## src/wireworld_row_generation_step_unit_defines.svh

```systemverilog
// ----------------------------------------------------------------------------
// Wireworld row generation step unit: assertion macros
// Shared concurrent assertion forms, clocked on i_clk, quiet in reset.
// ----------------------------------------------------------------------------
`ifndef WIREWORLD_ROW_GENERATION_STEP_UNIT_DEFINES_SVH
`define WIREWORLD_ROW_GENERATION_STEP_UNIT_DEFINES_SVH

// Check a property on every clock edge outside reset.
`define WWRGS_ASSERT(lbl, prop, msg) \
    lbl: assert property (@(posedge i_clk) disable iff (!i_rst_n) prop) \
        else $error(msg);

// Check that a condition leads to a consequence in the next cycle.
`define WWRGS_ASSERT_NEXT(lbl, ante, cons, msg) \
    lbl: assert property (@(posedge i_clk) disable iff (!i_rst_n) (ante) |=> (cons)) \
        else $error(msg);

`endif

```

## src/wwrgs_pkg.sv

```systemverilog
// ----------------------------------------------------------------------------
// Wireworld row generation step package
// Cell codes, row geometry and result types shared by the unit.
// ----------------------------------------------------------------------------
package wwrgs_pkg;

    localparam int CELL_W     = 2;
    localparam int ROW_CELLS  = 16;
    localparam int ROW_W      = CELL_W * ROW_CELLS;
    localparam int CFG_W      = 5;
    localparam int NBR_CNT    = 8;
    localparam int GRID_WIDTH_DEF = 16;

    localparam logic [CFG_W-1:0] ACTIVE_WIDTH_RST = CFG_W'(16);

    typedef enum logic [CELL_W-1:0] {
        CELL_EMPTY = 2'd0,
        CELL_HEAD  = 2'd1,
        CELL_TAIL  = 2'd2,
        CELL_WIRE  = 2'd3
    } t_cell;

    typedef logic [ROW_W-1:0] t_row;

    // One result row as it waits in the output queue.
    typedef struct packed {
        t_row cells;
        logic done;
    } t_result;

endpackage

```

## src/wwrgs_ifs.sv

```systemverilog
// ----------------------------------------------------------------------------
// Wireworld row generation step channels
// Valid/ready channels for input rows and next-generation result rows.
// ----------------------------------------------------------------------------
interface wwrgs_in_if;
    logic        valid;
    logic        ready;
    logic [31:0] row_cells;
    logic        last_row;

    modport source (output valid, output row_cells, output last_row, input ready);
    modport sink   (input valid, input row_cells, input last_row, output ready);
endinterface

interface wwrgs_out_if;
    logic        valid;
    logic        ready;
    logic [31:0] next_row_cells;
    logic        frame_done;

    modport source (output valid, output next_row_cells, output frame_done, input ready);
    modport sink   (input valid, input next_row_cells, input frame_done, output ready);
endinterface

```

## src/wwrgs_lane.sv

```systemverilog
// ----------------------------------------------------------------------------
// Wireworld cell lane
// Next state of one cell from its own code and its neighbors' head flags.
// ----------------------------------------------------------------------------
module wwrgs_lane (
    input  wwrgs_pkg::t_cell                   i_cell,
    input  logic [wwrgs_pkg::NBR_CNT-1:0]      i_nbr_head,
    output wwrgs_pkg::t_cell                   o_cell
);
    import wwrgs_pkg::*;

    logic [3:0] head_cnt;
    logic       fire;

    always_comb begin
        head_cnt = '0;
        for (int i = 0; i < NBR_CNT; i++) begin
            head_cnt = head_cnt + 4'(i_nbr_head[i]);
        end
    end

    assign fire = (head_cnt == 4'd1) || (head_cnt == 4'd2);

    always_comb begin
        unique case (i_cell)
            CELL_HEAD: o_cell = CELL_TAIL;
            CELL_TAIL: o_cell = CELL_WIRE;
            CELL_WIRE: o_cell = fire ? CELL_HEAD : CELL_WIRE;
            default:   o_cell = CELL_EMPTY;
        endcase
    end

endmodule

```

## src/wwrgs_row_gen.sv

```systemverilog
// ----------------------------------------------------------------------------
// Wireworld row generator
// Clips three rows to the active columns, runs one lane per cell and
// merges the lane outputs into the next-generation row.
// ----------------------------------------------------------------------------
module wwrgs_row_gen #(
    parameter int GRID_WIDTH = wwrgs_pkg::GRID_WIDTH_DEF
) (
    input  logic [wwrgs_pkg::CFG_W-1:0] i_active_width,
    input  wwrgs_pkg::t_row             i_up,
    input  wwrgs_pkg::t_row             i_mid,
    input  wwrgs_pkg::t_row             i_down,
    output wwrgs_pkg::t_row             o_next
);
    import wwrgs_pkg::*;

    localparam int GridCols = (GRID_WIDTH < ROW_CELLS) ? GRID_WIDTH : ROW_CELLS;

    logic [ROW_CELLS-1:0] col_en;
    t_row                 up_c, mid_c, down_c;
    // Head flags padded by one empty column on each side.
    logic [ROW_CELLS+1:0] hu, hm, hd;

    always_comb begin
        for (int k = 0; k < ROW_CELLS; k++) begin
            col_en[k] = (CFG_W'(k) < i_active_width) && (k < GridCols);
        end
    end

    always_comb begin
        hu = '0;
        hm = '0;
        hd = '0;
        for (int k = 0; k < ROW_CELLS; k++) begin
            up_c[CELL_W*k +: CELL_W]   = col_en[k] ? i_up[CELL_W*k +: CELL_W]   : CELL_EMPTY;
            mid_c[CELL_W*k +: CELL_W]  = col_en[k] ? i_mid[CELL_W*k +: CELL_W]  : CELL_EMPTY;
            down_c[CELL_W*k +: CELL_W] = col_en[k] ? i_down[CELL_W*k +: CELL_W] : CELL_EMPTY;
            hu[k+1] = (up_c[CELL_W*k +: CELL_W]   == CELL_HEAD);
            hm[k+1] = (mid_c[CELL_W*k +: CELL_W]  == CELL_HEAD);
            hd[k+1] = (down_c[CELL_W*k +: CELL_W] == CELL_HEAD);
        end
    end

    for (genvar k = 0; k < ROW_CELLS; k++) begin : g_lane
        t_cell lane_out;

        wwrgs_lane u_lane (
            .i_cell     (t_cell'(mid_c[CELL_W*k +: CELL_W])),
            .i_nbr_head ({hu[k+2:k], hm[k+2], hm[k], hd[k+2:k]}),
            .o_cell     (lane_out)
        );

        assign o_next[CELL_W*k +: CELL_W] = lane_out;
    end

endmodule

```

## src/wireworld_row_generation_step_unit.sv

```systemverilog
// ----------------------------------------------------------------------------
// Wireworld row generation step unit
// Usage: rows of a grid enter top row first on i_row (valid/ready), 16
// two-bit cells per row, last_row marking the frame's final row. Each
// accepted row releases the next generation of the row before it on o_row;
// the final row also releases its own result, flagged with frame_done.
// active_width is written through i_cfg_wr_en/i_cfg_wr_data by the user only while idle; the block does not enforce it.
// Results: each result is registered in the output queue before it leaves
//   on o_row; the two results of a final row leave in order.
// Throughput: one row per cycle while at most one result is queued. A final row
//   arriving behind a pending row yields two results, and since o_row moves at
//   most one result per cycle, i_row drops ready while two or more are queued.
// Reset: clears the pending row, empties the output queue and sets
//   active_width to 16; the next row starts a new frame.
// Stall: a three-entry output queue takes results while o_row is stalled;
//   i_row accepts only while at most one result is queued.
// ----------------------------------------------------------------------------
`include "wireworld_row_generation_step_unit_defines.svh"

module wireworld_row_generation_step_unit #(
    parameter int GRID_WIDTH = wwrgs_pkg::GRID_WIDTH_DEF
) (
    input  logic                        i_clk,
    input  logic                        i_rst_n,
    input  logic                        i_cfg_wr_en,
    input  logic [wwrgs_pkg::CFG_W-1:0] i_cfg_wr_data,
    wwrgs_in_if.sink                    i_row,
    wwrgs_out_if.source                 o_row
);
    import wwrgs_pkg::*;

    localparam int QDepth = 3;

    logic [CFG_W-1:0] r_active_width;
    t_row             r_row_above, n_row_above;
    t_row             r_row_pend,  n_row_pend;
    logic             r_pend_vld,  n_pend_vld;
    t_result          r_q [QDepth];
    t_result          n_q [QDepth];
    logic [1:0]       r_cnt, n_cnt;

    logic             acc, pop;
    logic [1:0]       push;
    t_row             gen_pend, gen_last, above_new;
    t_result          res_a, res_b;

    assign acc = i_row.valid && i_row.ready;
    assign pop = o_row.valid && o_row.ready;

    assign i_row.ready          = (r_cnt < 2'd2);
    assign o_row.valid          = (r_cnt != 2'd0);
    assign o_row.next_row_cells = r_q[0].cells;
    assign o_row.frame_done     = r_q[0].done;

    assign above_new = r_pend_vld ? r_row_pend : '0;

    wwrgs_row_gen #(.GRID_WIDTH(GRID_WIDTH)) u_gen_pend (
        .i_active_width (r_active_width),
        .i_up           (r_row_above),
        .i_mid          (r_row_pend),
        .i_down         (i_row.row_cells),
        .o_next         (gen_pend)
    );

    wwrgs_row_gen #(.GRID_WIDTH(GRID_WIDTH)) u_gen_last (
        .i_active_width (r_active_width),
        .i_up           (above_new),
        .i_mid          (i_row.row_cells),
        .i_down         ('0),
        .o_next         (gen_last)
    );

    // Pending row's result goes first; the final row's own result follows.
    assign res_a = r_pend_vld ? '{cells: gen_pend, done: 1'b0}
                              : '{cells: gen_last, done: 1'b1};
    assign res_b = '{cells: gen_last, done: 1'b1};
    assign push  = acc ? (2'(r_pend_vld) + 2'(i_row.last_row)) : 2'd0;

    always_comb begin
        logic [1:0] base;
        base        = r_cnt - 2'(pop);
        n_cnt       = base + push;
        n_row_above = r_row_above;
        n_row_pend  = r_row_pend;
        n_pend_vld  = r_pend_vld;
        for (int i = 0; i < QDepth; i++) begin
            // Advance the queue on a transfer out, then append new results.
            n_q[i] = (pop && (i < QDepth - 1)) ? r_q[(i + 1) % QDepth] : r_q[i];
            if ((push != 2'd0) && (2'(i) == base)) begin
                n_q[i] = res_a;
            end else if ((push == 2'd2) && (2'(i) == base + 2'd1)) begin
                n_q[i] = res_b;
            end
        end
        if (acc) begin
            if (i_row.last_row) begin
                n_row_above = '0;
                n_row_pend  = '0;
                n_pend_vld  = 1'b0;
            end else begin
                n_row_above = above_new;
                n_row_pend  = i_row.row_cells;
                n_pend_vld  = 1'b1;
            end
        end
    end

    always_ff @(posedge i_clk) begin
        if (!i_rst_n) begin
            r_active_width <= ACTIVE_WIDTH_RST;
            r_pend_vld     <= 1'b0;
            r_cnt          <= 2'd0;
        end else begin
            if (i_cfg_wr_en) begin
                r_active_width <= i_cfg_wr_data;
            end
            r_pend_vld <= n_pend_vld;
            r_cnt      <= n_cnt;
        end
    end

    always_ff @(posedge i_clk) begin
        r_row_above <= n_row_above;
        r_row_pend  <= n_row_pend;
        for (int i = 0; i < QDepth; i++) begin
            r_q[i] <= n_q[i];
        end
    end

    `WWRGS_ASSERT_NEXT(a_last_clears_pend, acc && i_row.last_row, !r_pend_vld, "final row left a pending row")
    `WWRGS_ASSERT_NEXT(a_row_sets_pend, acc && !i_row.last_row, r_pend_vld, "non-final row not held as pending")
    `WWRGS_ASSERT_NEXT(a_pair_order, acc && i_row.last_row && r_pend_vld && (r_cnt == 2'd0), o_row.valid && !o_row.frame_done, "pending result not sent ahead of final row result")
    `WWRGS_ASSERT_NEXT(a_quiet_row, acc && !r_pend_vld && !i_row.last_row && !pop, r_cnt == $past(r_cnt), "first row of frame produced a result")

endmodule

```

## src/flat_wrapper.sv

```systemverilog
// flat-port wrapper written by rule: the top's interface ports become plain ports
module wireworld_row_generation_step_unit_flat import wwrgs_pkg::*;
#(
    parameter int GRID_WIDTH = wwrgs_pkg::GRID_WIDTH_DEF
)
  (i_clk, i_rst_n, i_cfg_wr_en, i_cfg_wr_data, i_row_valid, i_row_row_cells, i_row_last_row, i_row_ready, o_row_valid, o_row_next_row_cells, o_row_frame_done, o_row_ready);
  wwrgs_in_if i_row_i ();
  wwrgs_out_if o_row_i ();
  input  logic i_clk;
  input  logic i_rst_n;
  input  logic i_cfg_wr_en;
  input  logic [wwrgs_pkg::CFG_W-1:0] i_cfg_wr_data;
  input wire logic [$bits(i_row_i.valid)-1:0] i_row_valid;
  input wire logic [$bits(i_row_i.row_cells)-1:0] i_row_row_cells;
  input wire logic [$bits(i_row_i.last_row)-1:0] i_row_last_row;
  output wire logic [$bits(i_row_i.ready)-1:0] i_row_ready;
  output wire logic [$bits(o_row_i.valid)-1:0] o_row_valid;
  output wire logic [$bits(o_row_i.next_row_cells)-1:0] o_row_next_row_cells;
  output wire logic [$bits(o_row_i.frame_done)-1:0] o_row_frame_done;
  input wire logic [$bits(o_row_i.ready)-1:0] o_row_ready;
  assign i_row_i.valid = i_row_valid;
  assign i_row_i.row_cells = i_row_row_cells;
  assign i_row_i.last_row = i_row_last_row;
  assign i_row_ready = i_row_i.ready;
  assign o_row_valid = o_row_i.valid;
  assign o_row_next_row_cells = o_row_i.next_row_cells;
  assign o_row_frame_done = o_row_i.frame_done;
  assign o_row_i.ready = o_row_ready;
  wireworld_row_generation_step_unit #(.GRID_WIDTH(GRID_WIDTH)) u_core (.i_clk(i_clk), .i_rst_n(i_rst_n), .i_cfg_wr_en(i_cfg_wr_en), .i_cfg_wr_data(i_cfg_wr_data), .i_row(i_row_i), .o_row(o_row_i));
endmodule
```

## config.mk

```make
export PLATFORM = sky130hd
export DESIGN_NAME = wireworld_row_generation_step_unit_flat
export DESIGN_NICKNAME = d
export VERILOG_FILES = /design/src/wwrgs_pkg.sv /design/src/wwrgs_ifs.sv /design/src/wwrgs_lane.sv /design/src/wwrgs_row_gen.sv /design/src/wireworld_row_generation_step_unit.sv /design/src/flat_wrapper.sv
export VERILOG_INCLUDE_DIRS = /design/src /design/src/src
export SDC_FILE = /design/constraint.sdc
export NUM_CORES = 1
export LEC_CHECK = 0
export BUFFER_PORTS_ARGS = -buffer_cell sky130_fd_sc_hd__buf_4
export CAP_MARGIN = 20
export CORE_ASPECT_RATIO = 0.5
export CORE_UTILIZATION = 45
export DETAILED_ROUTE_END_ITERATION = 8
export REMOVE_ABC_BUFFERS = 1
export SLEW_MARGIN = 20
export SYNTH_ARGS = -nofsm -noshare
export SYNTH_HDL_FRONTEND = slang
export SYNTH_SLANG_ARGS = --single-unit
```

## constraint.sdc

```tcl
create_clock -name i_clk -period 10.6 [get_ports i_clk]
set_input_delay 0.53 -clock i_clk [delete_from_list [all_inputs] [get_ports i_clk]]
set_output_delay 0.53 -clock i_clk [all_outputs]
set_load 0.02 [all_outputs]
```

==> results.md <==
* Status: completed
* Resized cells post-CTS at 0
* Worst Setup Start Kind: flip-flop
* Fill cells at ~2.5k
* Num rows at between 40 and 50
* Grt met1 use at about a third
* Setup Skew at 0.00699 ns
* Period utilization at a little under three fifths
* Fraction of layout instances using a drive strength above 1 at between 10% and 20%
* Crit-path max FO at 24
* CTS Buffer Depth at 2
* Reg2reg setup slack at 4.58 ns
* Multi-input gate area at roughly 0.0070 mm^2
* # IOs at about 80
* Largest net degree at the start of global routing at between 60 and 70
* WP data arrival at a little over 6 ns
* Hold Buf Count CTS at 0
* FF/Latch Area at just over 0.005 mm^2
* Normalized max-slew margin at about 22%
* Overflow after GRT at 0
* Via-to-Cell Ratio at 5.80
* Synth Flop Type: edfxtp_1
* TritonCTS clock tree: done
* Post-Route Setup TNS at 0 ns
* Placed inst area at 0.0138 mm^2
* Final hold viol count at 0
* Pre-CTS setup slack at 4.65 ns
* Area Growth Syn to Fin at 9.63%
* Htree depth at 4
* Sequential area share after synthesis at between 30% and 40%
* Starting density of the core at 46.6%
* Syn Area/Cell at approximately 11 um^2
* Unrepaired setup endpoints after global routing: no
* Worst path cell trace: or2_2 -> o31ai_2 -> nor3b_1 -> ha_1 -> inv_1 -> fa_1 -> inv_1 -> fa_1 -> fa_1 -> inv_1 -> fa_1 -> xor2_1 -> o311ai_0 -> nor2_1 -> a221o_1
* First-pass DRT Iterations at 6
* Tot GR Track Use at approximately 25%
* Residual DRC at 0
* Reg2Reg Depth at 15
* Synthesis-stage register bit count at around 170
* RePlAce Congestion at 0.887
* Clock Latency Late Sink at around 0.45 ns
* Max-cap viol count at 0
* RR Startpoint: u_core.r_active_width[4]
* Crit-path most repeated cell: fa_1
* HP Start: i_rst_n
* Critical Path End Type: flip-flop
* Root buffer selected by CTS: clkbuf_16
* WHS Endpoint: u_core.r_active_width[4]
* Final Slew Violations at 0
* Vias in the first global route at slightly below 10k
* Post-Syn Instances at roughly 1.2k
* Antenna violations before repair at 0
* Setup violations, final at 0
* Synth warnings at 0
* Final worst slack at about 4.6 ns
* Met3 Resource Use GR at around 5.7%
* Worst-path clk slew at 0.07 ns
* Number of flops mapped to enable cells by yosys at ~160
* GRT Max-Usage Layer: met2
* Post-layout nets at between 1k and 1.5k
* Highest clock rate at approximately 170 MHz
* Post-CTS setup buffer count at 0
* DR vias at roughly 9.7k
* Slowest Stage Delay on Critical Path at between 1 and 1.5 ns
* Post-DR wirelength/cell at 21.6 um
* Worst EP required at between 10 and 15 ns
* Cell area after layout at between 0.01 and 0.015 mm^2
* Post-Route WL at approximately 36000 um
* Crit Path Category: flip-flop to flip-flop
* Reg2reg end: u_core.r_q[0][20]
* Hpwl dp at ~25000 um
* Slew @ Worst Pin at between 1 and 1.5 ns
* Fin cells at about 1.7k
* Crit-path slowest cell: dfxtp_1
* Minimum clock period at 6.02 ns
* CTS Buf Count at 17
* Post-Syn Area at between 0.01 and 0.015 mm^2
* Global-route wire length before repair at about 56000 um
* Ys async rst share at 0%
* Post-route ant nets at 0
* Core footprint at ~0.028 mm^2
* Hold Path Class: input port to flip-flop
* Cell Pwr Density at roughly 200 mW/mm^2
* WHS Path Cells at 2
* Overall power at about 2.8 mW
* Die Ht at around 120 um
* Die Area at ~0.03 mm^2
* N_diodes at 0
* Chip Width at approximately 240 um
* DR iter-0 viols at 898
* IO buf count at 77
* VDD IR-drop max at about 130 uV
* Static leakage at 5.79 nW
* GR Util met2 at 40.0%
* Synth cell types at around 70
* Placed cells at ~1.6k
* Clk sinks at approximately 170
## metal layers
layer  wire, um  part of all wire (%)
met4        689                   1.9
met1      16200                    45
met2      16500                    46
met5          0                     0
met3       2720                   7.5
## power breakdown
group	total [mW]	switching, mW	internal, mW
clock network	0.606	0.283	0.322
registers	1.03	0.0706	0.961
logic	1.17	0.731	0.443
total	2.81	1.08	1.73
## synth_stat cells (all sizes together), types with 3 or more instances
cell	number	area, um^2
inv	164	616
edfxtp	163	4890
nand2	122	468
fa	85	1700
ha	75	938
nor2	71	298
buf	60	398
and2	43	269
o21ai	42	214
nor2b	39	244
nor3b	34	287
nand3	28	140
xnor2	27	244
o221ai	23	201
a221oi	21	240
xor2	21	184
clkbuf	20	76.3
a21oi	16	83.8
nand3b	15	113
o22ai	15	93.8
mux2	14	158
mux2i	14	140
nand4	14	87.6
a31oi	12	75.1
a22oi	11	82.6
a221o	10	100
o211ai	9	67.6
a21o	8	60.1
dfxtp	8	160
nor3	6	30.0
o21a	6	45.0
nand2b	5	31.3
o221a	5	56.3
or2	5	31.3
a211oi	3	22.5
or3	3	18.8
## logic make-up (layout without fill, tap and decap cells)
group / after synthesis / count (layout) / share of synthesized area (%)
AOI/OAI and AO/OA: 196 / 196 / 11.3
xor gates and xnor gates: 48 / 48 / 3.26
adders and majority gates: 160 / 160 / 20.1
buffers and inverters: 244 / 289 / 8.31
DFF: 171 / 171 / 38.6
muxes: 28 / 28 / 2.27
and+or+nand+nor: 395 / 395 / 16.2
## final cells by class
cell class	instances	share of cell area, %
multi-input combinational	827	48.6
sequential	171	35.2
timing repair buffer	93	4.86
inverter	164	4.28
tap	382	3.33
clock buffer	21	3.06
clock inverter	11	0.679
## flip-flops by register name, summed over array words and instances (netlist names)
name and count:
u_core.r_active_width 5, u_core.r_row_pend 32, u_core.r_cnt 2, u_core.r_q 99, u_core.r_row_above 32, u_core.r_pend_vld 1
## how the worst max path moves through the flow
stage	startpoint	end	slack, ns
4_1_cts	u_core.r_active_width[4]	u_core.r_q[0][20]	4.65
6_report	u_core.r_active_width[4]	u_core.r_q[0][20]	4.58
3_3_place_gp	u_core.r_active_width[4]	u_core.r_q[0][20]	4.80
3_5_place_dp	u_core.r_active_width[4]	u_core.r_q[0][20]	4.65
2_1_floorplan	u_core.r_active_width[4]	u_core.r_q[0][8]	5.50
5_1_grt	u_core.r_active_width[4]	u_core.r_q[0][53]	4.23
## worst max-delay path, delay by kind of cell (launching register included)
kind / cells / cell delay, ns
AOI/OAI and AO/OA: 3 / 1.00
xor gates and xnor gates: 1 / 0.17
adders and majority gates: 5 / 1.98
buffers and inverters: 3 / 0.21
DFF: 1 / 1.09
and+or+nand+nor: 3 / 1.31
## cells in the final DEF (no fill, tap or decap), types with 4 or more instances in the layout
master and instances:
fa_1 85, nor3b_1 28, clkbuf_1 4, a221o_1 10
o211ai_1 9, o22ai_1 15, a221oi_1 12, or2_2 5
a221oi_2 9, clkbuf_16 17, nand2_1 120, buf_4 93
a31oi_1 12, mux2_2 14, nor3b_2 5, a21o_1 8
o221a_2 5, xnor2_1 26, inv_1 162, mux2i_1 14
a22oi_1 11, nor2_1 66, edfxtp_1 163, xor2_1 21
dfxtp_1 7, o21ai_0 39, nand2b_1 5, o221ai_1 23
a21oi_1 14, nand4_1 14, nor3_1 5, o21a_1 6
nand3_1 28, nor2b_1 39, and2_1 43, ha_1 75
nand3b_1 15
## metrics by stage
stage / hold slack (ns) / utilization, %
4_1_cts: 0.270 / 51.1
3_5_place_dp: 0.519 / 49.1
2_1_floorplan: 0.496 / -
3_3_place_gp: 0.505 / 49.1
6_report: 0.288 / 51.1
5_1_grt: 0.279 / 51.1
(Power assumes the default switching activity.)
